==> config.mk <==
export PLATFORM = sky130hd
export DESIGN_NAME = i2c_master_transaction_sequencer
export DESIGN_NICKNAME = d
export VERILOG_FILES = /design/src/hdl/i2cms_pkg.sv /design/src/hdl/i2cms_front.sv /design/src/hdl/i2cms_queue.sv /design/src/hdl/i2cms_back.sv /design/src/hdl/i2c_master_transaction_sequencer.sv
export SDC_FILE = /design/constraint.sdc
export NUM_CORES = 1
export LEC_CHECK = 0
export BUFFER_PORTS_ARGS = -buffer_cell sky130_fd_sc_hd__buf_2
export CORE_ASPECT_RATIO = 1.1
export CORE_MARGIN = 1.5
export CORE_UTILIZATION = 50
export CTS_CLUSTER_SIZE = 12
export DETAILED_ROUTE_END_ITERATION = 10
export GPL_ROUTABILITY_DRIVEN = 0
export PLACE_DENSITY = 0.81
export SLEW_MARGIN = 25
export SYNTH_ARGS = -nofsm -noshare
export SYNTH_HDL_FRONTEND = slang
export SYNTH_HIERARCHICAL = 1
export SYNTH_SLANG_ARGS = --single-unit
export TNS_END_PERCENT = 20
==> constraint.sdc <==
create_clock -name clk -period 8.8 [get_ports clk]
set_clock_uncertainty 0.15 [all_clocks]
set_input_delay 0.88 -clock clk [delete_from_list [all_inputs] [get_ports clk]]
set_output_delay 0.88 -clock clk [all_outputs]
set_load 0.01 [all_outputs]
==> src/hdl/i2cms_pkg.sv <==
// ----------------------------------------------------------------------------
// i2cms_pkg
// Types, codes and sizes shared by the I2C master transaction sequencer.
// ----------------------------------------------------------------------------
`default_nettype none

package i2cms_pkg;

	// Transmit buffer size
	localparam int TX_DEPTH = 16;
	localparam int TX_AW    = (TX_DEPTH > 1) ? $clog2(TX_DEPTH) : 1;
	localparam logic [4:0] TX_LIMIT = 5'(TX_DEPTH);

	// Command queue between front and back
	localparam int Q_DEPTH = 2;
	localparam int Q_AW    = (Q_DEPTH > 1) ? $clog2(Q_DEPTH) : 1;
	localparam int Q_CW    = $clog2(Q_DEPTH + 1);

	// Input item modes
	localparam logic [1:0] MODE_LOAD  = 2'd0;
	localparam logic [1:0] MODE_START = 2'd1;
	localparam logic [1:0] MODE_EVENT = 2'd2;

	// Transfer modes
	localparam logic [1:0] XFER_WRITE = 2'd0;
	localparam logic [1:0] XFER_READ  = 2'd1;
	localparam logic [1:0] XFER_WR_RD = 2'd2;

	// Error codes
	localparam logic [1:0] ERR_NONE     = 2'd0;
	localparam logic [1:0] ERR_WR_NACK  = 2'd1;
	localparam logic [1:0] ERR_ARB_LOST = 2'd2;
	localparam logic [1:0] ERR_RD_NACK  = 2'd3;

	// Engine status codes
	localparam logic [7:0] ST_START      = 8'h08;
	localparam logic [7:0] ST_RESTART    = 8'h10;
	localparam logic [7:0] ST_SLA_W_ACK  = 8'h18;
	localparam logic [7:0] ST_SLA_W_NACK = 8'h20;
	localparam logic [7:0] ST_DATA_W_ACK = 8'h28;
	localparam logic [7:0] ST_ARB_LOST   = 8'h38;
	localparam logic [7:0] ST_SLA_R_ACK  = 8'h40;
	localparam logic [7:0] ST_SLA_R_NACK = 8'h48;
	localparam logic [7:0] ST_DATA_R_ACK = 8'h50;
	localparam logic [7:0] ST_DATA_R_NACK = 8'h58;

	localparam logic [7:0] READ_BIT = 8'h01;
	localparam logic [7:0] FILLER   = 8'hFF;

	// Register indexes
	localparam logic [1:0] REG_SLAVE_ADDR = 2'd0;
	localparam logic [1:0] REG_XFER_MODE  = 2'd1;
	localparam logic [1:0] REG_TX_COUNT   = 2'd2;
	localparam logic [1:0] REG_RX_COUNT   = 2'd3;

	typedef struct packed {
		logic [1:0] mode;
		logic [3:0] tx_index;
		logic [7:0] tx_byte;
		logic [7:0] bus_status;
		logic [7:0] bus_data;
	} item_t;

	typedef struct packed {
		logic       data_write_valid;
		logic [7:0] data_write;
		logic       start_set;
		logic       start_clear;
		logic       stop_set;
		logic       ack_set;
		logic       ack_clear;
		logic       done_res;
		logic [1:0] error_code;
		logic       rx_store_valid;
		logic [7:0] rx_store_byte;
		logic [7:0] rx_store_index;
	} result_t;

	// Configuration register file
	typedef struct packed {
		logic [7:0] slave_address;
		logic [1:0] transfer_mode;
		logic [4:0] tx_count;
		logic [7:0] rx_count;
	} cfg_t;

	// Classified command kinds
	typedef enum logic [2:0] {
		CMD_NOP,
		CMD_LOAD,
		CMD_START,
		CMD_ADDR,
		CMD_FILLER,
		CMD_ADVANCE,
		CMD_FINISH
	} cmd_kind_t;

	typedef struct packed {
		cmd_kind_t  kind;
		logic [1:0] err;
		logic [3:0] idx;
		logic [7:0] byte_val;
	} cmd_t;

	// Queue status toward producer and consumer
	typedef struct packed {
		logic full;
		logic empty;
	} q_status_t;

endpackage

`default_nettype wire

==> src/hdl/i2cms_front.sv <==
// ----------------------------------------------------------------------------
// i2cms_front
// Accepts input items and classifies them into queue commands.
// ----------------------------------------------------------------------------
`default_nettype none

module i2cms_front (
	input  wire logic              item_valid,
	output logic                   item_ready,
	input  wire i2cms_pkg::item_t  item,
	input  wire i2cms_pkg::q_status_t q_stat,
	output logic                   push,
	output i2cms_pkg::cmd_t        push_cmd
);
	import i2cms_pkg::*;

	// Take an item whenever the queue has room
	assign item_ready = !q_stat.full;
	assign push       = item_valid && item_ready;

	// Classify mode and status code
	always_comb begin
		push_cmd.kind     = CMD_NOP;
		push_cmd.err      = ERR_NONE;
		push_cmd.idx      = item.tx_index;
		push_cmd.byte_val = item.tx_byte;
		case (item.mode)
			MODE_LOAD: begin
				if (32'(item.tx_index) < TX_DEPTH)
					push_cmd.kind = CMD_LOAD;
			end
			MODE_START: push_cmd.kind = CMD_START;
			MODE_EVENT: begin
				push_cmd.byte_val = item.bus_data;
				case (item.bus_status)
					ST_START, ST_RESTART: push_cmd.kind = CMD_ADDR;
					ST_SLA_R_ACK: push_cmd.kind = CMD_FILLER;
					ST_SLA_W_ACK, ST_DATA_W_ACK, ST_DATA_R_ACK: push_cmd.kind = CMD_ADVANCE;
					ST_SLA_W_NACK: begin
						push_cmd.kind = CMD_FINISH;
						push_cmd.err  = ERR_WR_NACK;
					end
					ST_ARB_LOST: begin
						push_cmd.kind = CMD_FINISH;
						push_cmd.err  = ERR_ARB_LOST;
					end
					ST_SLA_R_NACK: begin
						push_cmd.kind = CMD_FINISH;
						push_cmd.err  = ERR_RD_NACK;
					end
					ST_DATA_R_NACK: push_cmd.kind = CMD_FINISH;
					default: push_cmd.kind = CMD_NOP;
				endcase
			end
			default: push_cmd.kind = CMD_NOP;
		endcase
	end

endmodule

`default_nettype wire

==> src/hdl/i2cms_queue.sv <==
// ----------------------------------------------------------------------------
// i2cms_queue
// Short command queue between the front and back parts.
// ----------------------------------------------------------------------------
`default_nettype none

module i2cms_queue (
	input  wire logic                clk,
	input  wire logic                arst_n,
	input  wire logic                push,
	input  wire i2cms_pkg::cmd_t     push_cmd,
	input  wire logic                pop,
	output i2cms_pkg::cmd_t          pop_cmd,
	output i2cms_pkg::q_status_t     q_stat
);
	import i2cms_pkg::*;

	cmd_t            slot_q [Q_DEPTH];
	logic [Q_AW-1:0] wr_ptr_q;
	logic [Q_AW-1:0] rd_ptr_q;
	logic [Q_CW-1:0] count_q;

	function automatic logic [Q_AW-1:0] ptr_next(input logic [Q_AW-1:0] p);
		ptr_next = (32'(p) == Q_DEPTH - 1) ? '0 : p + 1'b1;
	endfunction

	assign q_stat.full  = (32'(count_q) == Q_DEPTH);
	assign q_stat.empty = (count_q == '0);
	assign pop_cmd      = slot_q[rd_ptr_q];

	// Pointers and fill count
	always_ff @(posedge clk or negedge arst_n) begin
		if (!arst_n) begin
			wr_ptr_q <= '0;
			rd_ptr_q <= '0;
			count_q  <= '0;
		end else begin
			if (push)
				wr_ptr_q <= ptr_next(wr_ptr_q);
			if (pop)
				rd_ptr_q <= ptr_next(rd_ptr_q);
			if (push && !pop)
				count_q <= count_q + 1'b1;
			else if (pop && !push)
				count_q <= count_q - 1'b1;
		end
	end

	// Payload slots
	always_ff @(posedge clk) begin
		if (push)
			slot_q[wr_ptr_q] <= push_cmd;
	end

endmodule

`default_nettype wire

==> src/hdl/i2cms_back.sv <==
// ----------------------------------------------------------------------------
// i2cms_back
// Executes queued commands: transaction state, transmit buffer, result register.
// ----------------------------------------------------------------------------
`default_nettype none

module i2cms_back (
	input  wire logic                 clk,
	input  wire logic                 arst_n,
	input  wire i2cms_pkg::cfg_t      cfg,
	input  wire i2cms_pkg::q_status_t q_stat,
	input  wire i2cms_pkg::cmd_t      q_cmd,
	output logic                      q_pop,
	output logic                      result_valid,
	input  wire logic                 result_ready,
	output i2cms_pkg::result_t        result
);
	import i2cms_pkg::*;

	logic [7:0] tx_buf_q [TX_DEPTH];
	logic [4:0] tx_pos_q;
	logic [7:0] rx_pos_q;
	logic [1:0] act_mode_q;
	logic [7:0] act_addr_q;
	logic       done_q;
	logic       out_valid_q;
	result_t    out_q;

	logic [4:0] tx_pos_d;
	logic [7:0] rx_pos_d;
	logic [1:0] act_mode_d;
	logic [7:0] act_addr_d;
	logic       done_d;
	result_t    res_d;
	logic [4:0] tx_limit;
	logic       can_send;
	logic [7:0] tx_head;

	// Pop when the result register is free or being emptied
	assign q_pop        = !q_stat.empty && (!out_valid_q || result_ready);
	assign result_valid = out_valid_q;
	assign result       = out_q;

	assign tx_limit = (cfg.tx_count > TX_LIMIT) ? TX_LIMIT : cfg.tx_count;
	assign can_send = (tx_pos_q < tx_limit);
	assign tx_head  = tx_buf_q[tx_pos_q[TX_AW-1:0]];

	// Command execution
	always_comb begin
		tx_pos_d   = tx_pos_q;
		rx_pos_d   = rx_pos_q;
		act_mode_d = act_mode_q;
		act_addr_d = act_addr_q;
		done_d     = done_q;
		res_d      = '0;
		case (q_cmd.kind)
			CMD_START: begin
				act_mode_d = cfg.transfer_mode;
				act_addr_d = (cfg.transfer_mode == XFER_READ) ?
					(cfg.slave_address | READ_BIT) : cfg.slave_address;
				tx_pos_d = '0;
				rx_pos_d = '0;
				done_d   = 1'b0;
				res_d.start_set = 1'b1;
			end
			CMD_ADDR: begin
				res_d.data_write_valid = 1'b1;
				res_d.data_write       = act_addr_q;
				res_d.start_clear      = 1'b1;
			end
			CMD_FILLER: begin
				res_d.data_write_valid = 1'b1;
				res_d.data_write       = FILLER;
			end
			CMD_FINISH: begin
				done_d           = 1'b1;
				res_d.stop_set   = 1'b1;
				res_d.error_code = q_cmd.err;
			end
			CMD_ADVANCE: begin
				case (act_mode_q)
					XFER_WRITE, XFER_WR_RD: begin
						if (can_send) begin
							res_d.data_write_valid = 1'b1;
							res_d.data_write       = tx_head;
							tx_pos_d               = tx_pos_q + 5'd1;
						end else if (act_mode_q == XFER_WRITE) begin
							done_d         = 1'b1;
							res_d.stop_set = 1'b1;
						end else begin
							// Turn around into the read phase
							act_mode_d      = XFER_READ;
							act_addr_d      = act_addr_q | READ_BIT;
							res_d.start_set = 1'b1;
						end
					end
					XFER_READ: begin
						if (rx_pos_q < cfg.rx_count) begin
							res_d.rx_store_valid = 1'b1;
							res_d.rx_store_byte  = q_cmd.byte_val;
							res_d.rx_store_index = rx_pos_q;
							rx_pos_d             = rx_pos_q + 8'd1;
							res_d.ack_set        = 1'b1;
						end else begin
							res_d.ack_clear = 1'b1;
						end
					end
					default: ;
				endcase
			end
			default: ;
		endcase
		res_d.done_res = done_d;
	end

	// Control state
	always_ff @(posedge clk or negedge arst_n) begin
		if (!arst_n) begin
			tx_pos_q    <= '0;
			rx_pos_q    <= '0;
			act_mode_q  <= XFER_WRITE;
			act_addr_q  <= '0;
			done_q      <= 1'b0;
			out_valid_q <= 1'b0;
		end else begin
			if (q_pop) begin
				tx_pos_q   <= tx_pos_d;
				rx_pos_q   <= rx_pos_d;
				act_mode_q <= act_mode_d;
				act_addr_q <= act_addr_d;
				done_q     <= done_d;
			end
			if (q_pop)
				out_valid_q <= 1'b1;
			else if (result_ready)
				out_valid_q <= 1'b0;
		end
	end

	// Result register and transmit buffer
	always_ff @(posedge clk) begin
		if (q_pop)
			out_q <= res_d;
		if (q_pop && q_cmd.kind == CMD_LOAD)
			tx_buf_q[TX_AW'(q_cmd.idx)] <= q_cmd.byte_val;
	end

endmodule

`default_nettype wire

==> src/hdl/i2c_master_transaction_sequencer.sv <==
// ----------------------------------------------------------------------------
// i2c_master_transaction_sequencer
// Turns I2C engine status codes into data writes and bus commands.
// ----------------------------------------------------------------------------
// Usage:
//   item channel (item_valid/item_ready/item): load a transmit byte, start a
//   transaction, or report an engine status code with its data byte.
//   result channel (result_valid/result_ready/result): one transfer per item,
//   with the byte to load, start/stop/ack commands, a received byte, done
//   and error code.
//   APB port: slave_address, transfer_mode, tx_count, rx_count at byte
//   addresses 0, 4, 8, 12; write only while no item is in flight.
// Path: an accepted item is written into the command queue, then popped
//   and executed into the result register, where it is held with
//   result_valid high until taken.
// Throughput: one item per cycle while result_ready keeps the result
//   register draining; the back part updates the transaction state per pop.
// Reset: clears the registers, positions, mode, address, done flag and the
//   queue; the transmit buffer holds no defined value until written.
// Stall: while result_ready is low the result is held; the two-entry command
//   queue takes up to two more items, then item_ready drops.
// ----------------------------------------------------------------------------
`default_nettype none

module i2c_master_transaction_sequencer (
	input  wire logic               clk,
	input  wire logic               arst_n,
	input  wire logic               item_valid,
	output logic                    item_ready,
	input  wire i2cms_pkg::item_t   item,
	output logic                    result_valid,
	input  wire logic               result_ready,
	output i2cms_pkg::result_t      result,
	input  wire logic               psel,
	input  wire logic               penable,
	input  wire logic               pwrite,
	input  wire logic [3:0]         paddr,
	input  wire logic [31:0]        pwdata,
	output logic [31:0]             prdata,
	output logic                    pready
);
	import i2cms_pkg::*;

	cfg_t      cfg_q;
	q_status_t q_stat;
	logic      push;
	cmd_t      push_cmd;
	logic      pop;
	cmd_t      pop_cmd;
	logic [1:0] reg_idx;

	assign pready  = 1'b1;
	assign reg_idx = paddr[3:2];

	// Register writes
	always_ff @(posedge clk or negedge arst_n) begin
		if (!arst_n) begin
			cfg_q <= '0;
		end else if (psel && penable && pwrite && pready) begin
			case (reg_idx)
				REG_SLAVE_ADDR: cfg_q.slave_address <= pwdata[7:0];
				REG_XFER_MODE:  cfg_q.transfer_mode <= pwdata[1:0];
				REG_TX_COUNT:   cfg_q.tx_count      <= pwdata[4:0];
				REG_RX_COUNT:   cfg_q.rx_count      <= pwdata[7:0];
				default: ;
			endcase
		end
	end

	// Register reads
	always_comb begin
		case (reg_idx)
			REG_SLAVE_ADDR: prdata = {24'd0, cfg_q.slave_address};
			REG_XFER_MODE:  prdata = {30'd0, cfg_q.transfer_mode};
			REG_TX_COUNT:   prdata = {27'd0, cfg_q.tx_count};
			REG_RX_COUNT:   prdata = {24'd0, cfg_q.rx_count};
			default:        prdata = '0;
		endcase
	end

	i2cms_front u_front (
		.item_valid (item_valid),
		.item_ready (item_ready),
		.item       (item),
		.q_stat     (q_stat),
		.push       (push),
		.push_cmd   (push_cmd)
	);

	i2cms_queue u_queue (
		.clk      (clk),
		.arst_n   (arst_n),
		.push     (push),
		.push_cmd (push_cmd),
		.pop      (pop),
		.pop_cmd  (pop_cmd),
		.q_stat   (q_stat)
	);

	i2cms_back u_back (
		.clk          (clk),
		.arst_n       (arst_n),
		.cfg          (cfg_q),
		.q_stat       (q_stat),
		.q_cmd        (pop_cmd),
		.q_pop        (pop),
		.result_valid (result_valid),
		.result_ready (result_ready),
		.result       (result)
	);

endmodule

`default_nettype wire

Yosys cells after proc, flatten, opt, wreduce, memory -nomap -nowiden
Memory sizes are Yosys's and may differ from the RTL's.
Cells that the tools add are included.
W data, S select, Z words.

cells by class
  add/sub/neg operators = 6
  $mul = 0
  equality and inequality tests = 31
  div/mod/pow operators = 0
  bitwise gates (word level) = 1
  reductions and logical operators = 34
  multiplexer cells = 50
  magnitude comparators = 3
  shift operators = 0

operators with widths
  kind                   number
  $pmux W32 S4           1
  $mux W8                5
  $eq A8 B7 Y1 const B   4
  $pmux W8 S2            2
  $pmux W9 S3            1
  $eq A8 B6 Y1 const B   3
  $mux W1                21
  $mux W17               1
  $eq A8 B5 Y1 const B   2
  $mux W5                3
  $mux W2                6
  $pmux W3 S4            1
  $eq A2 B2 Y1 const B   5
  $mux W10               1
  $pmux W5 S2            1
  $reduce_and A2 Y1      5
  $eq A3 B3 Y1 const B   3
  $mux W9                1
  $pmux W3 S3            1
  $add A8 B1 Y8 const B  1
  $eq A2 B1 Y1 const B   4
  $eq A8 B4 Y1 const B   1
  $logic_not A2 Y1       4
  $lt A8 B8 Y1           1
  other kinds (25)       47

word-level totals
  memories = 2
  memory bits (writable) = 162
  word-level logic and storage cells = 153
  latch bits = 0
  register bits after elaboration = 86
  output and inout bits = 69
  memory bits (read-only) = 0
  input bits = 73

memory list
  name             words  width  rd ports  clocked after memory_dff  write ports  line               source
  u_back.tx_buf_q  16     8      1         0                         1            i2cms_back.sv:20   logic [7:0] tx_buf_q [TX_DEPTH];
  u_queue.slot_q   2      17     1         0                         1            i2cms_queue.sv:18  cmd_t slot_q [Q_DEPTH];

Depth between registers and ports, before layout
  word-level depth = 7
  gate-level depth with buffers = 12
  depth with buffers taken out = 9

By module
The synthesis kept the hierarchy.

by module, submodules not included
  module                            cells each  instances  area each (µm²)  sequential area each (µm²)
  i2cms_back                        476         1          7762.4           5460.2
  i2cms_queue                       69          1          1463.9           1121.1
  i2c_master_transaction_sequencer  94          1          1242.4           575.6
  i2cms_front                       39          1          350.3            0.0

Worst setup path after synthesis
Ideal clock, no wire load.

  path kind = input-to-reg
  from = input result_ready
  to = register u_back.rx_pos_q[3]
  data arrival time = 2904 ps
  path slack = 5668 ps
  library setup time = 78 ps
  data required time = 8572 ps
  buffers on the path = 1
  stages on the path = 6
  path through = nor2b_1 nor2_2 a31oi_2 buf_4 or3_1 a21oi_1

on the way
  cells in the longest elaborated chain, start to end = 3

ends and longest elaborated chain
  element                             line                                    source
  start: declaration                  i2c_master_transaction_sequencer.sv:32  input wire logic result_ready,
  $logic_or A1 B1 Y1                  i2cms_back.sv:40                        assign q_pop = !q_stat.empty && (!out_valid_q || result_ready);
  $logic_and A1 B1 Y1                 i2cms_back.sv:40
  named net pop                       i2c_master_transaction_sequencer.sv:48  logic pop;
  $reduce_and A4 Y1 (no source line)  n/a
  end signal: assignment              i2cms_back.sv:128                       rx_pos_q <= rx_pos_d;
  end: declaration                    i2cms_back.sv:22                        logic [7:0] rx_pos_q;

The timed path passes the listed nets, and every way through them passes these cells.
A chain may end at the register's enable or synchronous reset.

==> flow_summary.ini <==
[power_and_ir_drop]
total_switching_power_uw = 988
intPower_uw = 2480
p_comb_frac = 0.219
power.static_leakage_uw = 0.00463
switching_share_of_total_power = 0.285
seqPwrFrac = 0.477
p_per_area_nw_per_um2 = 284
vdd_ir_drop_max_uv = 162
power.share.clock = 0.304

[clocking]
cts-htree-levels = 1
cts_made_buffers = 26
maximum_root_to_sink_buffer_count = 3
clk_pin_slew_worst_paths_ns = 0.06
ctsResizeCount = 0
post-cts-setup-buffers = 0
ctsRootBufferMaster = clkbuf_16
clock_insertion_delay_at_the_later_pin_of_the_skew_report_ns = 0.53
cts_sinks = 247
cts_tree = done
cts_hold_repair.buffers = 0

[sta]
period_minus_slack_ns = 3.84
rsz0062_at_grt = false
highest_attainable_clock_frequency_mhz = 260
report.final.hold_viol_count = 0
drv_slew = 0
setup_viol_count_final = 0
tns_ns = 0
timing.slew.headroom = 0.417
tightest_pin_transition_ns = 0.875
final_worst_path_period_share = 0.437

[detailed_routing]
detailroute.via_count = 5929
dr.first_iter.drc_count = 356
first_pass_iters = 6
ant_nets = 0
detail_route.drc_violations = 0
dr_wl_cell_um = 18.2
drt_wl_total_um = 19600
detail_route.vias_per_cell = 5.48

[placed_design]
portBuffers = 90
placed_area_um2 = 11400
dpl.hpwl_um = 13300

[synth]
number_of_synthesized_flops_with_an_enable_pin = 195
synth_cells = 678
ys_seq_area_frac = 0.662
syn_avg_cell_area_um2 = 16.0
synth-async-reset-ratio = 0.211
synthXorXnorAreaFrac = 0.00567
yosys.area_share.adder = 0.0162
yosysUniqueCellTypes = 66
portion_of_netlist_area_occupied_by_mux_cells = 0.146
synth.yosys.warnings = 6
synth-compound-area-share = 0.0439
synth-simple-area-share = 0.0799
count_of_state_elements_after_synthesis = 247
netlist_area_pre_place_um2 = 10800
dominantRegCellSynth = edfxtp_1
synth_top_family_by_area = multiplexers

[floorplanning]
coreArea_um2 = 21300
floorplan.io_pins = 142
die_area_um2 = 22500
die-height_um = 157
die-width_um = 143
rows = 56
initial_core_util = 0.508

[worst_setup_path]
worstPathCellList = mux2_2 > nor3b_1 > o211a_1 > and2_1 > a31oi_2 > or4_1 > a21oi_1
reg2reg_from = u_queue/rd_ptr_q
worst_ep_arrival_time_ns = 4.14
crit_type = reg -> reg
cpMaxStageDelayCell = dfrtp_1
endpoint_class_of_the_critical_path = flip-flop
timing.critical_path.from_type = flip-flop
timing.critical_path.slowest_cell_delay_ns = 0.91
path_max_fanout = 18
critical_path_buf_inv_count = 0
critical-path-top-delay-family = simple AND/OR/NAND/NOR gates
required_ns = 9.09
worst_setup_path_startpoint = u_queue/rd_ptr_q

[finish]
nFillCells = 1653
fin_area_um2 = 12200
finish.net_count = 858
insertedDiodeCount = 0
layout-area-overhead-vs-synth_pct = 13.1
ratio_of_cells_with_drive_above_1_in_the_final_layout = 0.297

[global_route]
grt_start_max_net_pins = 53
first_pass_grt_wire_length_um = 31300
first_global_vias = 5944
grt-ovfl-total = 0
global_route.usage.total = 0.180
antenna_found_initial = 0

[outcome]
outcome = finished, final reports clean

[worst_hold_path]
timing.hold.worst.class = in -> async

[flow_run]
cap_violations = 0
-- through the flow --
stage | total power, uW | util | cells | hold WS, ns | setup WS (ns)
after detailed placement | 2440 | 0.535 | 1033 | 0.321 | 4.97
after floorplan | 2210 | - | 701 | 0.296 | 5.67
final | 3470 | 0.575 | 1081 | 0.328 | 4.96
after global routing | 3630 | 0.575 | 1081 | 0.350 | 4.64
after CTS | 3490 | 0.574 | 1081 | 0.335 | 4.96
after global placement | 2400 | 0.535 | 1033 | 0.317 | 5.06
-- area by class of cell --
type | instances | area [um2] | share of cell area
flip-flops and latches | 247 | 7160 | 0.585
multi-input cells | 372 | 3260 | 0.267
well taps | 290 | 363 | 0.0296
clock inverters | 1 | 11.3 | 0.000920
inverters | 25 | 93.8 | 0.00767
clock buffers | 47 | 832 | 0.0680
repair buffers | 99 | 518 | 0.0423
-- cells by family (layout without fill, tap and decap cells) --
group                    after synthesis  count (layout)
buffers and inverters                 82             172
multiplexers                          96              96
XOR/XNOR                               7               7
adder cells (fa/ha/maj)               14              14
AND/OR/NAND/NOR                      157             157
AO/OA/AOI/OAI                         73              73
flip-flops                           247             247
other                                  2              25
-- power groups by stage --
stage	combinational (uW)	clock, uW	sequential (uW)
finish	760	1060	1650
global route	837	1120	1680
CTS	763	1070	1660
detailed placement	758	0	1680
global placement	727	0	1670
floorplan	545	0	1660
-- sequential cells by signal, indices dropped and copies added, names as in the netlist --
name                 cells
u_back/tx_pos_q          5
u_queue/slot_q          34
u_queue/rd_ptr_q         1
u_back/done_q            1
u_back/result           33
u_queue/count_q          2
u_back/rx_pos_q          8
u_queue/wr_ptr_q         1
u_back/act_addr_q        8
u_back/tx_buf_q        128
u_back/act_mode_q        2
u_back/result_valid      1
cfg_q                   23
-- per-layer routing --
| metal | global-route usage | wire length (um) | vias to the layer above |
|---|---|---|---|
| met3 | 0.0265 | 1090 | 37 |
| met4 | 0.0573 | 446 | 0 |
| met2 | 0.315 | 10000 | 209 |
| met5 | 0 | 0 | - |
| li1 | - | - | 2722 |
| met1 | 0.234 | 8040 | 2961 |
-- cells in the final DEF (no fill, tap or decap), types with 11 or more instances in the layout --
cell type and instances:
nand2_1 43, edfxtp_1 195, buf_2 90, nor2b_1 11
and3_1 20, mux4_2 42, a21oi_1 22, nor2_1 28
clkbuf_16 28, ha_1 14, clkbuf_1 13, dfrtp_1 50
o21ai_0 13, conb_1 25, mux2_2 34, inv_1 25
-- synthesized netlist by cell type, drive strengths merged, types with 2 or more instances --
master	n	area, um2
o31ai	2	15.0
nand2	44	173
a211oi	3	27.5
a21oi	22	110
mux2i	3	30.0
nand2b	5	31.3
or3	7	43.8
a22oi	2	15.0
mux4	42	946
buf	46	359
nor2b	11	68.8
and2	5	31.3
a31oi	2	18.8
nand3	9	50.1
nand4	3	18.8
a22o	8	70.1
nor2	29	111
dfrtp	52	1300
nor3	9	45.0
or4	2	15.0
and3	21	136
o32ai	2	25.0
nor3b	4	57.6
inv	25	93.8
ha	14	175
xor2	6	52.6
edfxtp	195	5860
clkbuf	11	41.3
o21ai	22	110
conb	2	7.51
mux2	51	608
-- final timing paths --
| check | endpoint | slack (ns) | cells after the start |
|---|---|---|---|
| max | u_back/rx_pos_q[7] | 4.96 | 7 |
| min | u_queue/count_q[1] | 0.33 | 2 |
| max reg2reg | u_back/rx_pos_q[7] | 4.96 | 7 |
| min reg2reg | u_back/act_addr_q[4] | 0.34 | 2 |
| max in group asynchronous | u_back/tx_pos_q[1] | 7.67 | 2 |
| min in group clk | u_back/act_addr_q[4] | 0.34 | 2 |
No activity file was read; power rests on OpenSTA's default activity.
